### src/sv/bfip_pkg.sv
package bfip_pkg;

   localparam int LOG2_BITS_DEF = 18;
   localparam int HASHES_DEF    = 2;

   localparam int HASH_W   = 64;
   localparam int WORD_W   = 64;
   localparam int INDEX_W  = 12;
   localparam int OP_W     = 2;
   localparam int OFFSET_W = 6;

   typedef enum logic [OP_W-1:0] {
      OP_INSERT = 2'd0,
      OP_PROBE  = 2'd1,
      OP_MERGE  = 2'd2,
      OP_NONE   = 2'd3
   } bfip_op_type;

   typedef enum logic [2:0] {
      ST_CLEAR,
      ST_IDLE,
      ST_READ,
      ST_UPDATE,
      ST_REPLY
   } bfip_state_type;

   // controller to datapath
   typedef struct packed {
      logic load;       // latch accepted item
      logic clear;      // write zero at clear pointer, advance it
      logic mem_rd;     // read the word under work
      logic mem_wr;     // write back the modified word
      logic check;      // fold the tested bit into the probe result
      logic hash_next;  // move to the next hash function
      logic rsp_load;   // put the probe result into the output register
   } bfip_cmd_type;

   // datapath to controller
   typedef struct packed {
      bfip_op_type op;
      logic        last_hash;
      logic        clear_last;
      logic        rsp_free;
   } bfip_sts_type;

endpackage

### src/sv/bfip_ctrl.sv
module bfip_ctrl (
   input  logic                   clock,
   input  logic                   reset,
   input  logic                   req_valid,
   input  bfip_pkg::bfip_op_type  req_op,
   output logic                   req_ready,
   input  bfip_pkg::bfip_sts_type sts,
   output bfip_pkg::bfip_cmd_type cmd
);

   bfip_pkg::bfip_state_type state_ff, state_in;

   always_ff @(posedge clock) begin
      if (reset) begin
         state_ff <= bfip_pkg::ST_CLEAR;
      end else begin
         state_ff <= state_in;
      end
   end

   always_comb begin
      state_in  = state_ff;
      cmd       = '0;
      req_ready = 1'b0;
      unique case (state_ff)
         bfip_pkg::ST_CLEAR: begin
            cmd.clear  = 1'b1;
            cmd.mem_wr = 1'b1;
            if (sts.clear_last) begin
               state_in = bfip_pkg::ST_IDLE;
            end
         end
         bfip_pkg::ST_IDLE: begin
            req_ready = 1'b1;
            if (req_valid) begin
               cmd.load = 1'b1;
               unique case (req_op) inside
                  bfip_pkg::OP_INSERT,
                  bfip_pkg::OP_PROBE,
                  bfip_pkg::OP_MERGE: state_in = bfip_pkg::ST_READ;
                  default:            state_in = bfip_pkg::ST_IDLE;
               endcase
            end
         end
         bfip_pkg::ST_READ: begin
            cmd.mem_rd = 1'b1;
            state_in   = bfip_pkg::ST_UPDATE;
         end
         bfip_pkg::ST_UPDATE: begin
            if (sts.op == bfip_pkg::OP_PROBE) begin
               cmd.check = 1'b1;
            end else begin
               cmd.mem_wr = 1'b1;
            end
            if (sts.op == bfip_pkg::OP_MERGE) begin
               state_in = bfip_pkg::ST_IDLE;
            end else if (!sts.last_hash) begin
               cmd.hash_next = 1'b1;
               state_in      = bfip_pkg::ST_READ;
            end else if (sts.op == bfip_pkg::OP_PROBE) begin
               state_in = bfip_pkg::ST_REPLY;
            end else begin
               state_in = bfip_pkg::ST_IDLE;
            end
         end
         bfip_pkg::ST_REPLY: begin
            if (sts.rsp_free) begin
               cmd.rsp_load = 1'b1;
               state_in     = bfip_pkg::ST_IDLE;
            end
         end
         default: begin
            state_in = bfip_pkg::ST_IDLE;
         end
      endcase
   end

   // nothing is taken in while the store is being cleared
   a_no_load_in_clear: assert property (@(posedge clock) disable iff (reset)
      state_ff == bfip_pkg::ST_CLEAR |-> !cmd.load)
      else $error("item accepted during clearing pass");

   // a result only goes out when the output register can take it
   a_rsp_slot_free: assert property (@(posedge clock) disable iff (reset)
      cmd.rsp_load |-> sts.rsp_free)
      else $error("probe result would overwrite a pending result");

   // only probes reach the reply state
   a_reply_probe_only: assert property (@(posedge clock) disable iff (reset)
      state_ff == bfip_pkg::ST_REPLY |-> sts.op == bfip_pkg::OP_PROBE)
      else $error("reply state reached by a non-probe item");

   // merge is one read-modify-write, then back to idle
   a_merge_single_pass: assert property (@(posedge clock) disable iff (reset)
      (state_ff == bfip_pkg::ST_UPDATE && sts.op == bfip_pkg::OP_MERGE)
      |=> state_ff == bfip_pkg::ST_IDLE)
      else $error("merge did not finish after one write");

endmodule

### config.mk
export PLATFORM = sky130hd
export DESIGN_NAME = bfip_ctrl
export DESIGN_NICKNAME = d
export VERILOG_FILES = /design/src/sv/bfip_pkg.sv /design/src/sv/bfip_ctrl.sv
export SDC_FILE = /design/constraint.sdc
export NUM_CORES = 1
export LEC_CHECK = 0
export ABC_AREA = 1
export BUFFER_PORTS_ARGS = -buffer_cell sky130_fd_sc_hd__buf_2
export CORE_AREA = 2 2 39 41
export CTS_CLUSTER_SIZE = 14
export DETAILED_ROUTE_END_ITERATION = 12
export DIE_AREA = 0 0 41 43
export PLACE_DENSITY_LB_ADDON = 0.1
export SLEW_MARGIN = 10
export SYNTH_ARGS = -nofsm -noshare
export SYNTH_HDL_FRONTEND = slang
export SYNTH_SLANG_ARGS = --single-unit
export TNS_END_PERCENT = 30
### constraint.sdc
create_clock -name clock -period 1.4 [get_ports clock]
set_clock_uncertainty 0.15 [all_clocks]
set_input_delay 0.28 -clock clock [delete_from_list [all_inputs] [get_ports clock]]
set_output_delay 0.28 -clock clock [all_outputs]
set_load 0.01 [all_outputs]
==> flow_summary.ini <==
[worst_setup_path]
slowest_delay_ps = 390
worst-path-max-fanout = 5
reg2reg_depth = 7
arrival_ps = 1080
cp-end-kind = output pin
cp.required_ps = 970
start_kind = flip-flop
rr_endpoint = state_ff[0]
crit_chain = nand2_4 > nor2_4 > inv_2 > o21ai_2 > buf_2
crit_path_top_delay_cell = dfxtp_4
r2r-start = state_ff[1]
path_class = flip-flop to output pin
r2r_slack_ps = 120

[sta]
whs_ps = 84.3
grt_setup_unrepaired = true
setup-tns-final_ps = -489
post-route-min-period_ps = 1510
hold_viol = 0
drv_slew = 0
max_freq_ghz = 0.662
relSlewSlack_pct = 88.5
setup_ws_ps = -110
tightest_slew_ps = 171
period_share_pct = 108
finalSetupViolCount = 8

[yosys]
yosysMostFrequentCell = inv_1
syn-instance-count = 52
yosysWarnings = 0
synth-seq-area-share_pct = 19.1
yosys-top-cells-count = inv_1 (11), nand2_1 (8), nand3_1 (6), nor2_1 (6)
synth.distinct_cells = 16
ys_top_cells_by_area = dfxtp_1 (19%), inv_1 (13%), nand3_1 (9.6%)
synth_top_area_cell = dfxtp_1
ys_async_sr_fraction_pct = 0
synth_area_per_cell_sq_um = 6.04
syn_nets = 62
synth_edf_count = 0
synth_area_sq_um = 314
synth-seq-cells = 3
ys.flop_type = dfxtp_1
synth.top_cell.area_share_pct = 19.1

[finish]
regMostFlops = state_ff
post-route-util_pct = 37.7
stdcell_area_sq_um = 522
largest_reg_flops = 3
diodes = 0
drive_gt1_share_pct = 58.4
final_nets = 88
top_regs = state_ff: 3 flops
areaGrowthSynthToFinish_pct = 66.1

[power]
p_per_area_nw_per_um2 = 807
total_power_w = 0.000421
vdd_drop_max_mv = 0.650
p_leak_nw = 0.305

[status]
failed_checks = negative setup slack
outcome = finished with violations

[global_route]
grt_busiest_layer = met2
grt_overflow = 0
grt.met2_usage_pct = 15.6
grtUsageMet3_pct = 6.28
grt_usage_pct = 10.2
grt_pass1_vias = 327
grt_start_max_net_pins = 7
grt_pass1_wl_mm = 1.20
grt_antenna_before_repair = 0
grt_use_met1_pct = 10.9

[min_path]
min_path_cells = 2
hold_path.startpoint = reset
worstHoldEndpoint = state_ff[1]
hp-class = input pin to flip-flop

[floorplan]
initial_core_util_pct = 22.7
io_pins = 18
coreArea_sq_um = 1380
die_w_um = 41
die_h_um = 43
die_area_sq_um = 1760
row_count = 14

[routing]
vias_per_cell = 4.24
postRouteAntennaNets = 0
drt-total-wl_um = 777
wl_per_cell_um = 8.35
vias = 394
first_pass_iters = 4
drt_iter0_markers = 3
drc = 0

[placement]
dp_hpwl_um = 638
place_area_sq_um = 430
place_congestion = 0.687
port_buffers = 17

[cts]
clk_latency_ps = 230
cts.path.max_buffers = 2
tritoncts = yes
cts_sinks = 3
cts-buffers-inserted = 3
h-tree-depth = 1
cts_root_buf = clkbuf_4
clkTransAtPathRegs_ps = 40
cts.hold.buffers_added = 0

[flow_run]
max_cap_viol_count = 0
-- report_power, final --
part | leakage, nW | total [W] | internal, W | switching (W)
clock | 0.0150 | 0.000147 | 0.000106 | 0.0000410
combinational | 0.264 | 0.000165 | 0.0000777 | 0.0000876
sequential | 0.0267 | 0.000108 | 0.0000928 | 0.0000155
-- stage by stage --
stage	std cells	worst slack [ps]
2_1_floorplan	52	82.9
3_3_place_gp	87	17.1
3_5_place_dp	87	31.1
4_1_cts	92	-141
5_1_grt	93	-191
6_report	93	-110
-- worst max-delay path, delay by kind of cell, from the launching register on --
kind	cells	cell delay [ps]
buffers and inverters	2	180
AND/OR/NAND/NOR	2	190
flip-flops	1	390
AO/OA/AOI/OAI	1	90
-- layer usage --
metal	wire length, um	up-vias
met5	0	-
met4	0	0
met3	68	0
met2	389	14
met1	319	171
li1	-	209
-- worst max-delay path by stage --
| stage | startpoint | slack [ps] | endpoint | cells after the start |
|---|---|---|---|---|
| after global routing | state_ff[0] | -190 | cmd[3] | 5 |
| after global placement | state_ff[0] | 20 | cmd[3] | 5 |
| after CTS | state_ff[0] | -140 | cmd[3] | 5 |
| after floorplan | state_ff[2] | 80 | cmd[0] | 2 |
| after detailed placement | state_ff[0] | 30 | cmd[3] | 5 |
| final | state_ff[0] | -110 | cmd[3] | 5 |
-- layout make-up --
class	instances	area (sq um)
Multi-Input combinational cell	35	226
Sequential cell	3	71.3
Tap cell	16	20.0
Timing Repair Buffer	22	126
Fill cell	157	862
Inverter	13	51.3
Clock buffer	4	26.3
-- repair_timing --
| action | CTS | global route |
|---|---|---|
| pin swaps | 2 | 2 |
| endpoints found under the setup margin | 8 | 8 |
| hold endpoints to repair | 0 | 0 |
| resized for setup | 7 | 9 |
| setup buffers | 1 | 1 |
-- cell usage in the layout (no fill, tap or decap) --
cell	synthesis	layout
inv_1	11	10
nor2_1	6	6
o21ai_2	0	1
dfxtp_4	0	3
inv_4	0	1
nand2_1	8	7
nor3_2	0	1
nor4_2	0	1
nor2_4	2	3
clkbuf_1	0	1
a21oi_1	2	2
buf_2	0	17
nand3_2	3	4
nand3_1	6	5
nor2_2	2	1
buf_6	1	1
inv_2	2	2
nand3b_1	1	1
nand2_4	0	1
clkbuf_4	0	3
buf_4	0	4
nand2_2	2	2
-- cell families (layout without fill, tap and decap cells) --
| group | count (synthesis) | count (layout) | share of synthesized area, % |
|---|---|---|---|
| buffers and inverters | 14 | 39 | 19.1 |
| AOI/OAI and AO/OA | 3 | 3 | 4.78 |
| and+or+nand+nor | 32 | 32 | 57.0 |
| DFF | 3 | 3 | 19.1 |
Note: power is estimated with default switching activity, not from simulation.
